<file path="src/nei_pkg.sv">
// Package for the NDVI/EVI pixel index block: widths, codes and shared types.
// Used by nei_front, nei_divider and ndvi_evi_pixel_index; depends on nothing.
`default_nettype none
package nei_pkg;

	localparam int BAND_W  = 16;
	localparam int MASK_W  = 8;
	localparam int SCALE_W = 32;
	localparam int PROD_W  = 48;             // band count times scale
	localparam int DIFF_W  = PROD_W + 1;     // N - R and N + R
	localparam int EDEN_W  = PROD_W + 6;     // signed EVI denominator
	localparam int PNUM_W  = DIFF_W + 13;    // signed numerator times 5000
	localparam int NUM_W   = 60;             // numerator magnitude
	localparam int DEN_W   = 53;             // denominator magnitude
	localparam int Q_W     = 17;             // quotient bits, one above int16 for saturation
	localparam int CMP_W   = DEN_W + Q_W;
	localparam int IDX_W   = 3;
	localparam int CFG_W   = 32;
	localparam int IN_W    = 56;
	localparam int OUT_W   = 32;

	localparam logic signed [BAND_W-1:0] FILL_CODE   = -16'sd9999;
	localparam logic [MASK_W-1:0]        MASK_NODATA = 8'hFF;
	localparam logic signed [BAND_W-1:0] SAT_MAX     = 16'sh7FFF;
	localparam logic signed [BAND_W-1:0] SAT_MIN     = -16'sh8000;

	typedef enum logic [IDX_W-1:0] {
		REG_SCALE_BLUE = 3'd0,
		REG_SCALE_RED  = 3'd1,
		REG_SCALE_NIR  = 3'd2,
		REG_FILL_RED   = 3'd3,
		REG_FILL_NIR   = 3'd4
	} nei_reg_t;

	typedef struct packed {
		logic [SCALE_W-1:0] scale_blue;
		logic [SCALE_W-1:0] scale_red;
		logic [SCALE_W-1:0] scale_nir;
		logic [BAND_W-1:0]  fill_red;
		logic [BAND_W-1:0]  fill_nir;
	} nei_cfg_t;

	// One division request: magnitudes, result sign and fill marker.
	typedef struct packed {
		logic [NUM_W-1:0] num;
		logic [DEN_W-1:0] den;
		logic             neg;
		logic             fill;
	} nei_div_req_t;

endpackage
`default_nettype wire

</file>
<file path="src/nei_divider.sv">
// Pipelined restoring divider, one quotient bit per stage, with sign, fill and
// int16 saturation in a final stage. Depends on nei_pkg.
`default_nettype none
module nei_divider
	import nei_pkg::*;
(
	input  wire logic                 clk,
	input  wire logic                 arst_n,
	input  wire logic                 en,
	input  wire logic                 in_valid,
	input  wire nei_div_req_t         req,
	output logic                      out_valid,
	output logic signed [BAND_W-1:0]  result
);

	logic                 v_s   [Q_W];
	logic [NUM_W-1:0]     rem_s [Q_W];
	logic [DEN_W-1:0]     den_s [Q_W];
	logic [Q_W-1:0]       q_s   [Q_W];
	logic                 neg_s [Q_W];
	logic                 fill_s[Q_W];
	logic                 v_q;
	logic signed [BAND_W-1:0] res_q;
	logic [Q_W-1:0]       q_fin;

	for (genvar i = 0; i < Q_W; i++) begin : g_stage
		logic             pv, pneg, pfill, ge;
		logic [NUM_W-1:0] prem;
		logic [DEN_W-1:0] pden;
		logic [Q_W-1:0]   pq;
		logic [CMP_W-1:0] rem_x, dsh;

		if (i == 0) begin : g_first
			assign pv    = in_valid;
			assign prem  = req.num;
			assign pden  = req.den;
			assign pq    = '0;
			assign pneg  = req.neg;
			assign pfill = req.fill;
		end else begin : g_next
			assign pv    = v_s[i-1];
			assign prem  = rem_s[i-1];
			assign pden  = den_s[i-1];
			assign pq    = q_s[i-1];
			assign pneg  = neg_s[i-1];
			assign pfill = fill_s[i-1];
		end

		// Compare the remainder with the denominator shifted to this bit.
		assign rem_x = CMP_W'(prem);
		assign dsh   = CMP_W'(pden) << (Q_W - 1 - i);
		assign ge    = rem_x >= dsh;

		always_ff @(posedge clk or negedge arst_n) begin
			if (!arst_n) begin
				v_s[i] <= 1'b0;
			end else if (en) begin
				v_s[i] <= pv;
			end
		end

		always_ff @(posedge clk) begin
			if (en) begin
				rem_s[i]  <= ge ? NUM_W'(rem_x - dsh) : prem;
				den_s[i]  <= pden;
				q_s[i]    <= {pq[Q_W-2:0], ge};
				neg_s[i]  <= pneg;
				fill_s[i] <= pfill;
			end
		end
	end

	assign q_fin = q_s[Q_W-1];

	// Final stage: fill code, sign and saturation to int16.
	always_ff @(posedge clk or negedge arst_n) begin
		if (!arst_n) begin
			v_q <= 1'b0;
		end else if (en) begin
			v_q <= v_s[Q_W-1];
		end
	end

	always_ff @(posedge clk) begin
		if (en) begin
			if (fill_s[Q_W-1]) begin
				res_q <= FILL_CODE;
			end else if (neg_s[Q_W-1]) begin
				res_q <= (q_fin > Q_W'(32768)) ? SAT_MIN : BAND_W'(-$signed({1'b0, q_fin}));
			end else begin
				res_q <= (q_fin > Q_W'(32767)) ? SAT_MAX : BAND_W'(q_fin);
			end
		end
	end

	assign out_valid = v_q;
	assign result    = res_q;

endmodule
`default_nettype wire

</file>
<file path="config.mk">
export PLATFORM = sky130hd
export DESIGN_NAME = nei_divider
export DESIGN_NICKNAME = d
export VERILOG_FILES = /design/src/nei_pkg.sv /design/src/nei_divider.sv
export SDC_FILE = /design/constraint.sdc
export NUM_CORES = 2
export LEC_CHECK = 0
export BUFFER_PORTS_ARGS = -buffer_cell sky130_fd_sc_hd__buf_2
export CORE_MARGIN = 2
export CORE_UTILIZATION = 23
export DETAILED_ROUTE_END_ITERATION = 7
export HOLD_SLACK_MARGIN = 0.15
export SYNTH_ARGS = -nofsm -noshare
export SYNTH_HDL_FRONTEND = slang
export SYNTH_SLANG_ARGS = --single-unit
</file>
<file path="constraint.sdc">
create_clock -name clk -period 4.5 [get_ports clk]
set_input_delay 0.45 -clock clk [delete_from_list [all_inputs] [get_ports clk]]
set_output_delay 0.45 -clock clk [all_outputs]
set_load 0.02 [all_outputs]
</file>
Word-level counts from Yosys, hierarchy flattened
Memory sizes are Yosys's and may differ from the RTL's.
Index checks and enable logic that the tools add are counted.
{ "word_totals": {"register_bits": 34, "ram_bits": 2244, "inputBits": 119, "output_inout_bits": 17, "word_cells": 83, "n_memories": 5} }
{ "mem_list": {"columns": ["memory", "words", "word_bits", "read_ports", "rd_ports_with_merged_regs", "wr", "line", "rtl"], "rows": [
  ["rem_s", 17, 60, 16, 0, 17, "nei_divider.sv:17", "logic [NUM_W-1:0] rem_s [Q_W];"],
  ["den_s", 17, 53, 16, 0, 17, "nei_divider.sv:18", "logic [DEN_W-1:0] den_s [Q_W];"],
  ["q_s", 17, 17, 17, 0, 17, "nei_divider.sv:19", "logic [Q_W-1:0] q_s [Q_W];"],
  ["fill_s", 17, 1, 17, 0, 17, "nei_divider.sv:21", "logic fill_s[Q_W];"],
  ["neg_s", 17, 1, 17, 0, 17, "nei_divider.sv:20", "logic neg_s [Q_W];"]
]} }
{ "op_classes": {"addsub": 18, "magnitude_cmp": 19, "n_mux": 22} }
{ "op_table": {"columns": ["op", "n"], "rows": [
  ["$mux 60", 17],
  ["$sub 60x60->60", 10],
  ["$ge 60x69->1", 1],
  ["$ge 60x68->1", 1],
  ["$ge 60x67->1", 1],
  ["$ge 60x66->1", 1],
  ["$ge 60x65->1", 1],
  ["$ge 60x64->1", 1],
  ["$ge 60x63->1", 1],
  ["$ge 60x62->1", 1],
  ["$ge 60x61->1", 1],
  ["$ge 60x53->1", 1],
  ["$ge 60x54->1", 1],
  ["$ge 60x55->1", 1],
  ["$ge 60x56->1", 1],
  ["$ge 60x57->1", 1],
  ["$ge 60x58->1", 1],
  ["$ge 60x59->1", 1],
  ["$ge 60x60->1", 1],
  ["$sub 60x53->60", 1],
  ["$sub 60x54->60", 1],
  ["$sub 60x55->60", 1],
  ["$sub 60x56->60", 1],
  ["$sub 60x57->60", 1],
  ["other kinds (7)", 10]
]} }

Longest topological paths before layout
An unclocked memory read counts as a cell.
{ "depth": {"depth_word": 4, "ltp_mapped": 17, "depth_no_buf": 16} }

Least setup slack after synthesis
OpenSTA, ideal clock, no wires.
{ "synth_timing": {"path_type": "input to register", "from": "input port req[8] in the netlist's numbering", "to": "memory rem_s[0][22], data pin", "arrival_time_ns": 3.520, "slack_ns": 0.718, "cell_stages": 14, "n_path_buf": 1, "cell_sequence": "inv_1 -> ha_1 -> a211o_1 -> nor2_1 -> a211o_1 -> o21ba_2 -> nand3_1 -> a221o_1 -> a31o_2 -> a211oi_2 -> a21oi_2 -> o31ai_4 -> buf_4 -> mux2_1"} }
{ "synth_lines": {"columns": ["element", "line", "rtl"], "rows": [
  ["start: declaration", "nei_divider.sv:11", "input wire nei_div_req_t req,"],
  ["end: declaration", "nei_divider.sv:17", null]
]} }

==> flow_summary.ini <==
[routing]
viasPerCell = 4.469
drtIter0Drc = 6749
drc_errors = 0
routed_wl_um = 287700
dr.pass1.iters = 7
vias = 84590
ant_nets = 0
post_drt_wl_per_cell_um = 15.20

[clocking]
clock_sinks = 2029
clk_pin_slew_ns = 0.07
cts_max_path_buffers = 4
cts_tree = done
htreeDepth = 4
clock_latency_ns = 0.95
cts_buffers = 219
root_buffer = clkbuf_16

[cells_and_area]
num-fill-cells = 54420
fin_area_mm2 = 0.1384
syn_to_final_growth_pct = 15.30
drive_above_1_share = 0.07426
layoutNonFillerInstCount = 18930
seq_area_mm2 = 0.06084
fin_nets = 12810
multiInputGateArea_mm2 = 0.05377

[floorplanning]
start_util = 0.2307
coreArea_mm2 = 0.5202
io_pins = 136
die_y_um = 726.3
fp.dieW_um = 726.3
dieArea_mm2 = 0.5275
rows = 265

[min_path]
hp-class = in -> reg

[flow_run]
drv_cap = 0

[synth]
yosysSeqAreaShare = 0.5070
synth-seq-cells = 2029
synth_cells = 11490
syn_area_mm2 = 0.1200
synth-edff-count = 2011
synthArstFlopShare = 0.008871
ys_warn_count = 0
ys.flop_type = edfxtp_1
synth_top_area_share = 0.5032
synthTopCellsByArea = edfxtp_1, ha_1, a21oi_1
syn_avg_cell_area_um2 = 10.44
synth_top_cell_by_area = edfxtp_1
synth_cell_type_count = 106
synth_nets = 12490

[placed_design]
io_buffers = 135
gp_congestion = 0.8887
dp.cells = 18410
hpwl_um = 223500
place_area_mm2 = 0.1299

[timing]
finalMaxSlewViolations = 0
fmax_ghz = 0.2313
slew_headroom = 0.4273
setup_violations = 0
fin_crit_sh = 0.9606
hold_violations = 0
worst_pin_slew_ns = 0.8374
clock_skew_ns = 0.1528
timing.final.crit_period_ns = 4.323

[grt]
grt_usage = 0.1055
grt_pass1_vias = 82580
gr-total-overflow = 0
grt_max_degree = 152
grt_pass1_wl_um = 455000
antenna_found_initial = 9

[power_and_ir_drop]
power.density_mw_per_mm2 = 476.3
ir_drop_mv = 0.3204
p_leak_nw = 55.61
power_w = 0.06589

[outcome]
status = finished, final reports clean

[critical_path]
slowest_delay_ns = 0.56
required_ns = 5.16
worstPathMaxFanout = 22
worstSetupEndpointType = flip-flop
crit_slowest_cell = dlygate4sd3_1
crit_type = in -> reg
crit_path_start_kind = input port
path_cells = dlygate4sd3_1, buf_2, inv_1, ha_1, a211o_1, nor2_1, a211o_1, o21ba_2, nand3_1, a221o_1, a31o_2, a211oi_4, a21oi_2, o31ai_4, clkbuf_16, mux2_1, dlygate4sd3_1
arrival_ns = 4.98
registers in the layout, indices dropped and copies added, names as in the netlist:
name and flops:
rem_s 960, den_s 848, q_s 153, fill_s 17, neg_s 17, g_stage.pv 16
result 16, out_valid 1, v_s 1
routing by layer:
| metal | global-route usage | vias to the layer above | routed length (um) |
|---|---|---|---|
| met5 | 0 | - | 0 |
| met4 | 0.04261 | 0 | 12800 |
| met3 | 0.01262 | 540 | 11030 |
| met2 | 0.1684 | 1894 | 126400 |
| met1 | 0.1448 | 39400 | 137500 |
| li1 | - | 42750 | - |
worst max-delay path: cells and delay by family:
| family | cells | cell delay, ns |
|---|---|---|
| AOI/OAI and AO/OA | 8 | 2.12 |
| and+or+nand+nor | 2 | 0.22 |
| adders and majority gates | 1 | 0.36 |
| buffers and inverters | 5 | 1.49 |
| muxes | 1 | 0.34 |
layout make-up:
class | instances | area share
Sequential cell | 2029 | 0.4397
Multi-Input combinational cell | 8001 | 0.3887
Tap cell | 6942 | 0.06278
Clock buffer | 265 | 0.04155
Inverter | 1092 | 0.02963
Timing Repair Buffer | 477 | 0.02866
Clock inverter | 121 | 0.008980
Antenna cell | 1 | 0.00001809
report_power, final:
part,leakage (nW),internal [W],switching [W]
Combinational,32.3,0.00917,0.0128
Sequential,19.9,0.0245,0.00170
Clock,3.42,0.0103,0.00743
Total,55.6,0.0440,0.0219
repair_timing:
action | in CTS | in global routing
hold endpoints to repair | 157 | 0
setup endpoints to repair | 0 | 79
setup buffers | 0 | 5
hold buffers | 129 | 0
gates resized for setup | 0 | 16
stage by stage:
| stage | utilization | setup TNS, ns | hold WS (ns) | worst slack (ns) |
|---|---|---|---|---|
| floorplan | - | 0 | 0.1544 | 0.7183 |
| global placement | 0.2498 | 0 | 0.3904 | 0.02864 |
| detailed placement | 0.2498 | 0 | 0.3992 | 0.001020 |
| CTS | 0.2657 | 0 | 0.1511 | 0.01441 |
| global route | 0.2659 | -0.002825 | 0.1810 | -0.002825 |
| finish | 0.2659 | 0 | 0.2456 | 0.1774 |
worst paths after layout:
path	start	depth (start not counted)	slack, ns	endpoint
min	req[7]	2	0.25	den_s[0][5]
min reg2reg	den_s[0][137]	0	0.38	den_s[0][190]
max in group asynchronous	arst_n	3	3.25	g_stage[11].pv
min in group asynchronous	arst_n	3	0.75	g_stage[1].pv
max reg2reg	rem_s[0][17]	13	0.23	rem_s[0][111]
max	req[8]	17	0.18	rem_s[0][48]
cells in the final DEF, fill, tap and decap left out, types with 65 or more instances in the layout:
cell	count
a21o_1	533
a21oi_1	1000
a31oi_1	118
and3_1	103
buf_2	134
buf_4	182
clkbuf_16	224
dlygate4sd3_1	129
edfxtp_1	2011
ha_1	858
inv_1	1089
mux2_2	126
nand2_1	1096
nand2b_1	106
nand3_1	190
nand4_1	181
nor2_1	591
nor2b_1	117
nor3_1	137
nor4_1	65
o21a_1	102
o21ai_0	973
o21bai_1	121
o31ai_1	68
xnor2_1	387
xor2_1	329
synthesized netlist by cell type (25+ instances only):
library cell     n
a21o_1         534
edfxtp_1      2011
clkbuf_1       321
o21ai_0        975
nor4_1          68
a211oi_1        64
o21a_1         103
nand3_1        190
o21bai_1       121
nor2b_1        117
and3_1         103
ha_1           858
buf_2           27
o31ai_1         71
nand2_1       1098
inv_1         1090
and2_1          43
nor3_1         137
mux2_1          26
a31oi_1        120
mux2_2         126
xnor2_1        387
or3_1           43
xor2_1         329
o211ai_1        58
or2_2           25
nand4_1        181
o31a_1          33
nand2b_1       106
a21oi_1       1003
nor2_1         592
logic make-up after synthesis:
family,count (synthesis),share of synthesized area
AND/OR/NAND/NOR,2834,0.1112
buffers and inverters,1464,0.04637
AO/OA/AOI/OAI,3413,0.1757
flip-flops,2029,0.5070
adder cells (fa/ha/maj),874,0.09213
multiplexers,164,0.01526
XOR/XNOR,716,0.05226
No activity file was read; power rests on OpenSTA's default activity.
